File: config.mk
export PLATFORM = sky130hd
export DESIGN_NAME = ascii_to_hid_key_reports_core
export DESIGN_NICKNAME = d
export VERILOG_FILES = /design/src/athkr_pkg.sv /design/src/athkr_front.sv /design/src/athkr_queue.sv /design/src/athkr_back.sv /design/src/ascii_to_hid_key_reports_core.sv
export SDC_FILE = /design/constraint.sdc
export NUM_CORES = 1
export LEC_CHECK = 0
export ABC_AREA = 1
export BUFFER_PORTS_ARGS = -buffer_cell sky130_fd_sc_hd__buf_4
export CAP_MARGIN = 40
export CORE_AREA = 2 2 96 52
export CTS_BUF_LIST = sky130_fd_sc_hd__clkbuf_16
export CTS_CLUSTER_DIAMETER = 80
export DETAILED_ROUTE_END_ITERATION = 16
export DIE_AREA = 0 0 98 54
export GPL_ROUTABILITY_DRIVEN = 0
export HOLD_SLACK_MARGIN = 0.15
export PLACE_DENSITY = 0.85
export SYNTH_ARGS = -nofsm -noshare
export SYNTH_HDL_FRONTEND = slang
export SYNTH_SLANG_ARGS = --single-unit
export TNS_END_PERCENT = 10
File: constraint.sdc
create_clock -name aclk -period 1.92 [get_ports aclk]
set_input_delay 0.192 -clock aclk [delete_from_list [all_inputs] [get_ports aclk]]
set_output_delay 0.192 -clock aclk [all_outputs]
set_load 0.03 [all_outputs]
File: src/athkr_pkg.sv
// ----------------------------------------------------------------------------
// athkr_pkg
// Shared types, codes and the character classifier for the ascii to hid
// key report block.
// ----------------------------------------------------------------------------
package athkr_pkg;

    localparam int CharWidth  = 8;
    localparam int ModWidth   = 8;
    localparam int UsageWidth = 7;

    // modifier codes
    localparam logic [ModWidth-1:0] MOD_NONE       = 8'h00;
    localparam logic [ModWidth-1:0] MOD_LEFT_SHIFT = 8'h02;

    // usage offsets for the ranges
    localparam logic [CharWidth-1:0] USAGE_LETTER_A = 8'h04;
    localparam logic [CharWidth-1:0] USAGE_DIGIT_1  = 8'h1e;

    // classified character, one queue entry
    typedef struct packed {
        logic                  mapped;
        logic [ModWidth-1:0]   modifier;
        logic [UsageWidth-1:0] usage;
    } key_entry_t;

    // map one ascii byte to its modifier and usage
    function automatic key_entry_t classify_char(input logic [CharWidth-1:0] c);
        key_entry_t          e;
        logic [CharWidth-1:0] off;
        e.mapped   = 1'b1;
        e.modifier = MOD_NONE;
        e.usage    = '0;
        off        = '0;
        if (c inside {[8'h61:8'h7a]}) begin
            // lower-case letters
            off     = c - 8'h61 + USAGE_LETTER_A;
            e.usage = off[UsageWidth-1:0];
        end else if (c inside {[8'h41:8'h5a]}) begin
            // upper-case letters, shifted
            off        = c - 8'h41 + USAGE_LETTER_A;
            e.usage    = off[UsageWidth-1:0];
            e.modifier = MOD_LEFT_SHIFT;
        end else if (c inside {[8'h31:8'h39]}) begin
            // digits one to nine
            off     = c - 8'h31 + USAGE_DIGIT_1;
            e.usage = off[UsageWidth-1:0];
        end else begin
            // punctuation, space, newline and zero
            case (c)
                8'h30: e.usage = 7'h27; // 0
                8'h2d: e.usage = 7'h2d; // -
                8'h3d: e.usage = 7'h2e; // =
                8'h5b: e.usage = 7'h2f; // [
                8'h5d: e.usage = 7'h30; // ]
                8'h5c: e.usage = 7'h31; // backslash
                8'h3b: e.usage = 7'h33; // ;
                8'h27: e.usage = 7'h34; // quote
                8'h60: e.usage = 7'h35; // backtick
                8'h2c: e.usage = 7'h36; // ,
                8'h2e: e.usage = 7'h37; // .
                8'h2f: e.usage = 7'h38; // /
                8'h20: e.usage = 7'h2c; // space
                8'h0a: e.usage = 7'h28; // newline
                8'h7e: begin e.usage = 7'h35; e.modifier = MOD_LEFT_SHIFT; end // ~
                8'h21: begin e.usage = 7'h1e; e.modifier = MOD_LEFT_SHIFT; end // !
                8'h40: begin e.usage = 7'h1f; e.modifier = MOD_LEFT_SHIFT; end // @
                8'h23: begin e.usage = 7'h20; e.modifier = MOD_LEFT_SHIFT; end // #
                8'h24: begin e.usage = 7'h21; e.modifier = MOD_LEFT_SHIFT; end // $
                8'h25: begin e.usage = 7'h22; e.modifier = MOD_LEFT_SHIFT; end // %
                8'h5e: begin e.usage = 7'h23; e.modifier = MOD_LEFT_SHIFT; end // ^
                8'h26: begin e.usage = 7'h24; e.modifier = MOD_LEFT_SHIFT; end // &
                8'h2a: begin e.usage = 7'h25; e.modifier = MOD_LEFT_SHIFT; end // *
                8'h28: begin e.usage = 7'h26; e.modifier = MOD_LEFT_SHIFT; end // (
                8'h29: begin e.usage = 7'h27; e.modifier = MOD_LEFT_SHIFT; end // )
                8'h5f: begin e.usage = 7'h2d; e.modifier = MOD_LEFT_SHIFT; end // _
                8'h2b: begin e.usage = 7'h2e; e.modifier = MOD_LEFT_SHIFT; end // +
                8'h7b: begin e.usage = 7'h2f; e.modifier = MOD_LEFT_SHIFT; end // {
                8'h7d: begin e.usage = 7'h30; e.modifier = MOD_LEFT_SHIFT; end // }
                8'h3a: begin e.usage = 7'h33; e.modifier = MOD_LEFT_SHIFT; end // :
                8'h22: begin e.usage = 7'h34; e.modifier = MOD_LEFT_SHIFT; end // dquote
                8'h7c: begin e.usage = 7'h31; e.modifier = MOD_LEFT_SHIFT; end // |
                8'h3c: begin e.usage = 7'h36; e.modifier = MOD_LEFT_SHIFT; end // <
                8'h3e: begin e.usage = 7'h37; e.modifier = MOD_LEFT_SHIFT; end // >
                8'h3f: begin e.usage = 7'h38; e.modifier = MOD_LEFT_SHIFT; end // ?
                default: e.mapped = 1'b0;
            endcase
        end
        return e;
    endfunction

endpackage

File: src/athkr_front.sv
// ----------------------------------------------------------------------------
// athkr_front
// Accepts ascii bytes and classifies each into a key entry for the queue.
// ----------------------------------------------------------------------------
module athkr_front (
    input  logic                            s_valid,
    output logic                            s_ready,
    input  logic [athkr_pkg::CharWidth-1:0] s_ascii_char,
    output logic                            push_valid,
    input  logic                            push_ready,
    output athkr_pkg::key_entry_t           push_entry
);
    import athkr_pkg::*;

    // request passes straight to the queue write side
    assign s_ready    = push_ready;
    assign push_valid = s_valid;

    // classify the byte
    assign push_entry = classify_char(s_ascii_char);

endmodule

File: src/athkr_queue.sv
// ----------------------------------------------------------------------------
// athkr_queue
// Two-entry queue of classified key entries between front and back.
// ----------------------------------------------------------------------------
module athkr_queue (
    input  logic                  aclk,
    input  logic                  aresetn,
    input  logic                  push_valid,
    output logic                  push_ready,
    input  athkr_pkg::key_entry_t push_entry,
    output logic                  pop_valid,
    input  logic                  pop_ready,
    output athkr_pkg::key_entry_t pop_entry
);
    import athkr_pkg::*;

    key_entry_t mem_reg [2];
    logic       wr_ptr_reg, wr_ptr_next;
    logic       rd_ptr_reg, rd_ptr_next;
    logic [1:0] count_reg, count_next;
    logic       do_push, do_pop;

    assign push_ready = (count_reg != 2'd2);
    assign pop_valid  = (count_reg != 2'd0);
    assign pop_entry  = mem_reg[rd_ptr_reg];
    assign do_push    = push_valid && push_ready;
    assign do_pop     = pop_valid && pop_ready;

    // pointer and count update
    always_comb begin
        wr_ptr_next = do_push ? ~wr_ptr_reg : wr_ptr_reg;
        rd_ptr_next = do_pop ? ~rd_ptr_reg : rd_ptr_reg;
        count_next  = count_reg;
        if (do_push && !do_pop) begin
            count_next = count_reg + 2'd1;
        end else if (do_pop && !do_push) begin
            count_next = count_reg - 2'd1;
        end
    end

    always_ff @(posedge aclk) begin
        if (!aresetn) begin
            wr_ptr_reg <= 1'b0;
            rd_ptr_reg <= 1'b0;
            count_reg  <= 2'd0;
        end else begin
            wr_ptr_reg <= wr_ptr_next;
            rd_ptr_reg <= rd_ptr_next;
            count_reg  <= count_next;
        end
    end

    // entry storage
    always_ff @(posedge aclk) begin
        if (do_push) begin
            mem_reg[wr_ptr_reg] <= push_entry;
        end
    end

endmodule

File: src/athkr_back.sv
// ----------------------------------------------------------------------------
// athkr_back
// Turns each key entry into a press and a release report, or only the release
// for an unmapped entry, held in an output register.
// ----------------------------------------------------------------------------
module athkr_back (
    input  logic                             aclk,
    input  logic                             aresetn,
    input  logic                             pop_valid,
    output logic                             pop_ready,
    input  athkr_pkg::key_entry_t            pop_entry,
    output logic                             m_valid,
    input  logic                             m_ready,
    output logic [athkr_pkg::ModWidth-1:0]   m_modifier_bits,
    output logic [athkr_pkg::UsageWidth-1:0] m_key_usage,
    output logic                             m_last_of_char
);
    import athkr_pkg::*;

    logic                  out_valid_reg, out_valid_next;
    logic                  pend_rel_reg, pend_rel_next;
    logic [ModWidth-1:0]   mod_reg, mod_next;
    logic [UsageWidth-1:0] usage_reg, usage_next;
    logic                  last_reg, last_next;
    logic                  load;

    // output register may take a new report
    assign load      = !out_valid_reg || m_ready;
    assign pop_ready = load && !pend_rel_reg;

    // choose the next report
    always_comb begin
        out_valid_next = out_valid_reg;
        pend_rel_next  = pend_rel_reg;
        mod_next       = mod_reg;
        usage_next     = usage_reg;
        last_next      = last_reg;
        if (load) begin
            if (pend_rel_reg) begin
                // release after a press
                out_valid_next = 1'b1;
                pend_rel_next  = 1'b0;
                mod_next       = MOD_NONE;
                usage_next     = '0;
                last_next      = 1'b1;
            end else if (pop_valid) begin
                out_valid_next = 1'b1;
                if (pop_entry.mapped) begin
                    // press report first
                    pend_rel_next = 1'b1;
                    mod_next      = pop_entry.modifier;
                    usage_next    = pop_entry.usage;
                    last_next     = 1'b0;
                end else begin
                    // unmapped byte gives only the release
                    mod_next   = MOD_NONE;
                    usage_next = '0;
                    last_next  = 1'b1;
                end
            end else begin
                out_valid_next = 1'b0;
            end
        end
    end

    always_ff @(posedge aclk) begin
        if (!aresetn) begin
            out_valid_reg <= 1'b0;
            pend_rel_reg  <= 1'b0;
        end else begin
            out_valid_reg <= out_valid_next;
            pend_rel_reg  <= pend_rel_next;
        end
    end

    always_ff @(posedge aclk) begin
        mod_reg   <= mod_next;
        usage_reg <= usage_next;
        last_reg  <= last_next;
    end

    assign m_valid         = out_valid_reg;
    assign m_modifier_bits = mod_reg;
    assign m_key_usage     = usage_reg;
    assign m_last_of_char  = last_reg;

endmodule

File: src/ascii_to_hid_key_reports_core.sv
// ----------------------------------------------------------------------------
// ascii_to_hid_key_reports_core
// Converts ascii bytes into hid boot-keyboard press and release reports.
// ----------------------------------------------------------------------------
//  channel  direction  ports                                    per request
//  s_       in         s_ascii_char                             one byte
//  m_       out        m_modifier_bits, m_key_usage,            one report
//                      m_last_of_char
//
//  a mapped byte gives two reports, press then release, an unmapped byte one;
//  the single output register emits one report per cycle while m_ready is
//  high; after a press it emits the release before it pops the next entry.
//  a byte is written to the queue, then its first report to the output reg.
//  a two-entry queue keeps input going while the output stalls.
//  synchronous active-low reset empties the queue and the output register.
module ascii_to_hid_key_reports_core (
    input  logic                             aclk,
    input  logic                             aresetn,
    input  logic                             s_valid,
    output logic                             s_ready,
    input  logic [athkr_pkg::CharWidth-1:0]  s_ascii_char,
    output logic                             m_valid,
    input  logic                             m_ready,
    output logic [athkr_pkg::ModWidth-1:0]   m_modifier_bits,
    output logic [athkr_pkg::UsageWidth-1:0] m_key_usage,
    output logic                             m_last_of_char
);
    import athkr_pkg::*;

    logic       push_valid, push_ready;
    key_entry_t push_entry;
    logic       pop_valid, pop_ready;
    key_entry_t pop_entry;

    // accept and classify
    athkr_front u_front (
        .s_valid      (s_valid),
        .s_ready      (s_ready),
        .s_ascii_char (s_ascii_char),
        .push_valid   (push_valid),
        .push_ready   (push_ready),
        .push_entry   (push_entry)
    );

    // decoupling queue
    athkr_queue u_queue (
        .aclk       (aclk),
        .aresetn    (aresetn),
        .push_valid (push_valid),
        .push_ready (push_ready),
        .push_entry (push_entry),
        .pop_valid  (pop_valid),
        .pop_ready  (pop_ready),
        .pop_entry  (pop_entry)
    );

    // report generation
    athkr_back u_back (
        .aclk            (aclk),
        .aresetn         (aresetn),
        .pop_valid       (pop_valid),
        .pop_ready       (pop_ready),
        .pop_entry       (pop_entry),
        .m_valid         (m_valid),
        .m_ready         (m_ready),
        .m_modifier_bits (m_modifier_bits),
        .m_key_usage     (m_key_usage),
        .m_last_of_char  (m_last_of_char)
    );

endmodule

# Word level (Yosys, flattened, before mapping)
# Memories as Yosys holds them, arrays and structs flattened. A register that Yosys moved wholly into a read port is not among the register bits.
# Index checks and enable logic that the tools add are counted.
op_classes:
  n_addsub: 8
  n_lt_le_gt_ge: 6
  eq_ne: 36
  muxes: 26
  bitwise: 2
  reduce_logical: 31
ops:
  columns: ["cell", "n"]
  rows:
  - ["$eq A8 B6 Y1 const B", 23]
  - ["$pmux W6 S23", 1]
  - ["$eq A8 B7 Y1 const B", 11]
  - ["$reduce_or A35 Y1", 1]
  - ["$mux W7", 4]
  - ["$reduce_or A2 Y1", 12]
  - ["$reduce_or A21 Y1", 1]
  - ["$mux W9", 2]
  - ["$ge A8 B7 Y1 const B", 2]
  - ["$le A8 B7 Y1 const B", 2]
  - ["$mux W8", 2]
  - ["$mux W15", 1]
  - ["$add A7 B3 Y7 const B", 2]
  - ["$sub A7 B7 Y7 const B", 2]
  - ["$mux W1", 13]
  - ["$eq A8 B4 Y1 const B", 1]
  - ["$ge A8 B6 Y1 const B", 1]
  - ["$le A8 B6 Y1 const B", 1]
  - ["$logic_and A1 B1 Y1", 8]
  - ["$add A7 B5 Y7 const B", 1]
  - ["$sub A7 B6 Y7 const B", 1]
  - ["$mux W2", 3]
  - ["$reduce_bool A2 Y1", 3]
  - ["$logic_not A1 Y1", 4]
  - ["other kinds (6)", 7]
totals:
  ff_bits: 22
  mem_bits_rw: 32
  in_bits: 12
  word_cells: 118
  mem_count: 1
mem_list:
  columns: ["name", "words", "word_bits", "rd", "rd_clocked_by_memory_dff", "wr", "line", "source"]
  rows:
  - ["u_queue.mem_reg", 2, 16, 1, 1, 1, "athkr_queue.sv:17", "key_entry_t mem_reg [2];"]

# Logic depth before layout (Yosys ltp)
# Gate-level depths: netlist (run 1).
depth:
  word_depth: 7
  ltp_mapped: 13
  mapped_depth_nobuf: 12

# Modules after synthesis
# From an unflattened synthesis (run 1), not the netlist that was laid out.
hier_totals:
  hier_cells: 384
  area_unflattened_um2: 3458.3
by_module_without_submodules:
  columns: ["module", "instances", "cells_each", "area_each_um2", "seq_area_each_um2"]
  rows:
  - ["athkr_queue", 1, 87, 1450.1, 1061.0]
  - ["athkr_front", 1, 233, 1258.7, 0.0]
  - ["athkr_back", 1, 64, 749.5, 520.5]

# Worst setup path before layout (run 1)
# Ideal clock, no wire load.
synth_path:
  kind: "flip-flop to flip-flop"
  start: "register u_back.out_valid_reg, in the netlist u_back.m_valid"
  end: "register u_queue.count_reg[1]"
  t_arrival_ns: 1.622
  path_slack_ns: 0.176
  path_stages_with_launch: 10
  path_buffers: 0
  path_cell_list: "dfxtp_1 inv_1 nor2_1 nor3_1 inv_1 ha_1 a21oi_1 o21ai_0 o21ai_0 a21oi_1"
synth_via:
  elab_chain_len: 7
  word_cells_on_any_way: 9
synth_lines:
  columns: ["element", "line", "source"]
  rows:
  - ["start: declaration", "athkr_back.sv:20", "logic out_valid_reg, out_valid_next;"]
  - ["start signal: assignment", "athkr_back.sv:71", "out_valid_reg <= out_valid_next;"]
  - ["$logic_not A1 Y1 *", "athkr_back.sv:28", "assign load = !out_valid_reg || m_ready;"]
  - ["$logic_or A1 B1 Y1 *", "athkr_back.sv:28", null]
  - ["$logic_and A1 B1 Y1 *", "athkr_back.sv:29", "assign pop_ready = load && !pend_rel_reg;"]
  - ["$logic_and A1 B1 Y1 *", "athkr_queue.sv:27", "assign do_pop = pop_valid && pop_ready;"]
  - ["$logic_not A1 Y1", "athkr_queue.sv:34", "if (do_push && !do_pop) begin"]
  - ["$logic_and A1 B1 Y1", "athkr_queue.sv:34", null]
  - ["$mux W2 or $reduce_bool A2 Y1 (tied branches)", null, null]
  - ["end signal: assignment", "athkr_queue.sv:49", "count_reg <= count_next;"]
  - ["end: declaration", "athkr_queue.sv:20", "logic [1:0] count_reg, count_next;"]
# Every way passes the cells marked *; elsewhere a longest branch is shown, timed or not.
# A chain may end at the register's enable or synchronous reset.

# Worst setup path in the final report (run 1)
# Same ends and word-level chain as after synthesis.

==> results_dict.tcl, run 1 <==
set metrics [dict create \
    area_delta_synth_final_pct 15.9 \
    cts_tree "yes" \
    hold_depth 3 \
    drtPass1Iterations 5 \
    vias 2541 \
    clk_latency_ns 0.28 \
    drc_errors 0 \
    cp_cell_sequence "inv_1 > nor2_1 > nor3_2 > inv_1 > ha_1 > a21oi_1 > o21ai_0 > o21ai_0 > a21oi_1" \
    cts_made_buffers 5 \
    row_count 18 \
    via_per_inst 5.58 \
    dr.first_iter.drc_count 363 \
    max_stage_delay_ns 0.34 \
    min_period_over_period_pct 92.0 \
    core_sq_mm 0.00457 \
    dp_hpwl_mm 5.52 \
    clock_sink_count 34 \
    grt-ovfl-total 0 \
    grt_start_max_net_pins 12 \
    utilization_pct 63.3 \
    arrival_ns 1.92 \
    cap_violations 0 \
    synth_seq_area_share_pct 38.1 \
    initial_core_util_pct 54.6 \
    period_needed_ns 1.77 \
    min_path_type "input port to flop" \
    ctsLongestPathBuffers 2 \
    max-vdd-ir-drop_mv 0.844 \
    largest_reg_flops 18 \
    cts-resized-gates 0 \
    start_kind "flop" \
    yosys.area.top_type_share_pct 32.5 \
    cp.depth 9 \
    crit_family "compound AO/OA/AOI/OAI gates" \
    p_leak_nw 1.38 \
    htree_levels 2 \
    netlist_instances 359 \
    stdcell_count 455 \
    postCtsSetupRepairBufs 0 \
    slowest_stage "dfxtp_1" \
    p_sw_mw 1.17 \
    crit_buf_inv 2 \
    netlist_top_cells_count "nand2_1, nor2_1, inv_1" \
    antenna_found_initial 0 \
    required_ns 2.08 \
    max_freq_ghz 0.566 \
    synth_warnings 0 \
    synth_area_sq_mm 0.00250 \
    p_per_area_mw_per_mm2 1080 \
    fin_skew_ns 0.00517 \
    status "completed" \
    finalSetupViolations 0 \
    synth_edf_count 27 \
    yosysTopAreaCell "edfxtp_1" \
    die-height_microns 54 \
    synth_area_leaders "edfxtp_1, nand2_1, nor2_1" \
    drtAntennaViolNets 0 \
    syn_area_per_cell_sq_um 6.95 \
    cp-end-kind "flop" \
    dpl_cell_area_sq_mm 0.00275 \
    die_w_microns 98 \
    clk_pin_slew_ns 0.05 \
    io_pins 30 \
    fin_tns_setup_ns 0 \
    p_seq_share_pct 37.1 \
    comb_power_share_pct 38.4 \
    grt_pass1_wl_mm 10.7 \
    synthDistinctLibCells 34 \
    io_buffer_count 22 \
    path_max_fanout 4 \
    r2r_cells 9 \
    drive_above_1_share_pct 16.7 \
    crit_type "flop to flop" \
    root_buffer "clkbuf_16" \
    async_flop_share_pct 0 \
    p_sw_share_pct 37.7 \
    hold_violations 0 \
    grtUsageTotal_pct 26.9 \
    synth_top_flop_cell "edfxtp_1" \
    grt_pass1_vias 2207 \
    dp_cells 447 \
    rsz0062_at_grt "false" \
    wl_per_cell_microns 15.3 \
    finalPower_mw 3.12 \
    ys_ff_latch 34 \
    internal_power_mw 1.94 \
    die_area_sq_mm 0.00529 \
    slew_viol_final 0 \
    nNetsFinal 413 \
    finalWirelength_mm 6.98 \
    cts_hold_buf 0 \
    antenna_cells 0 \
    yosysMostFrequentCell "nand2_1" \
    fillers 392 \
    pwr-share-clk_pct 24.5 \
    stdcell_area_sq_mm 0.00289 \
]
## path summary, 6_finish.rpt
path / startpoint / slack (ns) / end
hold reg to reg: u_queue.count_reg[1] / 0.48 / u_queue.count_reg[1]
setup reg to reg: u_back.m_valid / 0.15 / u_queue.count_reg[1]
setup / recovery: u_back.m_valid / 0.15 / u_queue.count_reg[1]
hold / removal: aresetn / 0.18 / u_back.m_valid
## kinds of logic (layout without fill, tap and decap cells)
group	Yosys count	count (layout)	synth area share, %
AND/OR/NAND/NOR	209	209	35.5
buffers and inverters	52	80	9.97
AO/OA/AOI/OAI	51	51	11.0
flip-flops	34	34	38.1
adder cells (fa/ha/maj)	7	7	3.51
XOR/XNOR	5	5	1.75
other	1	9	0.150
## per-stage QoR
stage          hold WS [ns]  setup slack, ns
6_report              0.182            0.154
5_1_grt               0.215          0.00886
4_1_cts               0.174           0.0916
3_5_place_dp          0.462          -0.0437
3_3_place_gp          0.455         -0.00138
2_1_floorplan         0.322            0.176
## cell usage in the layout, fill, tap and decap left out, types with 3 or more instances in the layout
cell type and instances:
nand2_1 90, nor2_1 72, buf_4 33, inv_1 28
edfxtp_1 27, nand3_1 25, a21oi_1 23, o21ai_0 13
inv_2 10, conb_1 9, o21ai_1 7, ha_1 7
dfxtp_1 7, nor2_2 6, clkbuf_16 5, xor2_1 4
nor3_1 4, nand2_2 3
## worst reg2reg max path, delay by kind of cell, from the launching register on
kind                     cells  cell delay, ns
buffers and inverters        2            0.13
AO/OA/AOI/OAI                4            0.57
flip-flops                   1            0.34
AND/OR/NAND/NOR              2            0.37
adder cells (fa/ha/maj)      1            0.25
## power by group through the flow
stage	Clock (mW)	Combinational [mW]	Sequential [mW]
4_1_cts	0.770	1.18	1.15
3_5_place_dp	0	1.17	1.17
2_1_floorplan	0	0.532	1.37
5_1_grt	0.799	1.30	1.17
6_report	0.764	1.20	1.15
3_3_place_gp	0	1.12	1.16
## final cells by class
cell class                 instances  area (sq um)  area share, %
multi-input combinational        281          1330           46.0
sequential                        34           951           32.9
timing repair buffer              33           248           8.56
inverter                          39           146           5.06
clock buffer                       5           125           4.33
tap                               60          75.1           2.60
clock inverter                     3          16.3          0.562
## per-layer routing
layer  part of all wire, %  vias up  global-route usage, %
met5                     0        -                      0
met4                  0.82        0                   5.79
met3                    17       12                   12.1
met2                    40      184                   38.2
met1                    42     1127                   37.7
li1                      -     1218                      -
(Power assumes the default switching activity.)
==> inputs of run 2 (changes only) <==
CORE_AREA = 5 5 99 55   (was 2 2 96 52)
DIE_AREA = 0 0 104 60   (was 0 0 98 54)
SETUP_SLACK_MARGIN = 0.5   (was unset)
==> results_dict.tcl, run 2 (synthesis gave the netlist of run 1 again) <==
set metrics [dict create \
    grt-ovfl-total 0 \
    p_leak_nw 1.53 \
    via_per_inst 6.09 \
    ctsLongestPathBuffers 2 \
    fin_ws_ns 0.307 \
    wl_per_cell_microns 18.4 \
    tightestPinTransition_ns 0.500 \
    max-slew-margin-rel_pct 66.6 \
    finalWirelength_mm 8.61 \
    die_area_sq_mm 0.00624 \
    rsz0062_at_grt "true" \
    row_count 18 \
    grt_pass1_vias 2455 \
    grt_pass1_wl_mm 12.6 \
    min_path_type "input port to flop" \
    slowest_stage "ha_4" \
    start_kind "input port" \
    cap_violations 0 \
    core_sq_mm 0.00459 \
    path_max_fanout 4 \
    nNetsFinal 425 \
    drtAntennaViolNets 0 \
    crit_start "s_ascii_char[1]" \
    hold-worst-slack_ns 0.191 \
    hold_violations 0 \
    cts_tree "yes" \
    slew_viol_final 0 \
    initial_core_util_pct 54.3 \
    hp-start "aresetn" \
    die_w_microns 104 \
    status "completed" \
    clock_sink_count 34 \
    antenna_cells 0 \
    global_route.usage.met1_pct 35.1 \
    cts_made_buffers 5 \
    io_buffer_count 22 \
    clk_pin_slew_ns 0.05 \
    period_needed_ns 1.61 \
    required_ns 1.94 \
    antenna_found_initial 0 \
    p_per_area_mw_per_mm2 969 \
    grt.met3_usage_pct 10.6 \
    layout_commonest_cell "nand2_1" \
    crit_type "input port to flop" \
    grt-busiest-layer "met2" \
    cp-end-kind "flop" \
    largest_reg_flops 18 \
    max_freq_ghz 0.620 \
    grt_start_max_net_pins 12 \
    max-vdd-ir-drop_mv 0.633 \
    dp_hpwl_mm 5.74 \
    drive_above_1_share_pct 37.8 \
    drtPass1Iterations 7 \
    grtUsageMet2_pct 40.4 \
    io_pins 30 \
    die-height_microns 60 \
    clk_latency_ns 0.28 \
    min_period_over_period_pct 84.0 \
    place_ws_ns -0.0699 \
    finalPower_mw 3.31 \
    dr.first_iter.drc_count 593 \
    htree_levels 2 \
    max_stage_delay_ns 0.24 \
    vias 2843 \
    area_delta_synth_final_pct 36.8 \
    fin_skew_ns 0.00578 \
    cp_cell_sequence "buf_12 > clkinvlp_4 > ha_4 > nand2_4 > buf_6 > nor2_2 > nor2_2 > nand3_1 > nor2_1 > nand3_1 > nand2_1 > nand2_2" \
    finalSetupViolations 0 \
    layout_common_cells "nand2_1, nor2_1, buf_4" \
    rr_startpoint "u_queue.count_reg[1]" \
    drc_errors 0 \
    grtUsageTotal_pct 26.2 \
    arrival_ns 1.64 \
    root_buffer "clkbuf_16" \
]
run 2: path summary, 6_finish.rpt:
path / cells past startpoint / end / slack [ns]
worst max-delay path: 12 / u_queue.mem_reg[0][5] / 0.31
worst min-delay path: 3 / u_back.m_valid / 0.19
worst max register to register: 8 / u_queue.count_reg[1] / 0.39
worst min register to register: 2 / u_queue.count_reg[1] / 0.49
run 2: what timing repair did:
item / CTS / global route
gates resized for setup: 54 / 46
hold buffers: 0 / 0
setup buffers: 4 / 5
setup endpoints to repair: 18 / 41
pin swaps: 26 / 28
run 2: critical path: cells and delay by family:
kind / cells / cell delay (ns)
buffers and inverters: 3 / 0.37
adders and majority gates: 1 / 0.24
and+or+nand+nor: 8 / 0.82
run 2: layout make-up:
type	instances	area (sq um)
Clock buffer	5	125
Clock inverter	3	15.0
Fill cell	294	1180
Inverter	39	163
Multi-Input combinational cell	281	1700
Sequential cell	34	956
Tap cell	60	75.1
Timing Repair Buffer	45	378
run 2: power by group:
part           total [mW]  switching [mW]  internal [mW]
clock network       0.768           0.295          0.473
logic                1.36           0.892          0.470
registers            1.18          0.0949           1.08
run 2: metrics by stage:
step	instances	utilization, %	instance area, sq um	setup TNS (ns)
after floorplan	367	-	2580	0
after global placement	450	61.4	2820	0
after detailed placement	450	61.4	2820	-0.357
after CTS	462	70.2	3230	0
after global routing	467	74.3	3410	0
final	467	74.3	3410	0
run 2: per-layer routing:
metal	up-vias	share of wire (%)
met4	0	5.0
met2	272	42
met3	88	16
li1	1251	-
met1	1232	37
met5	-	0
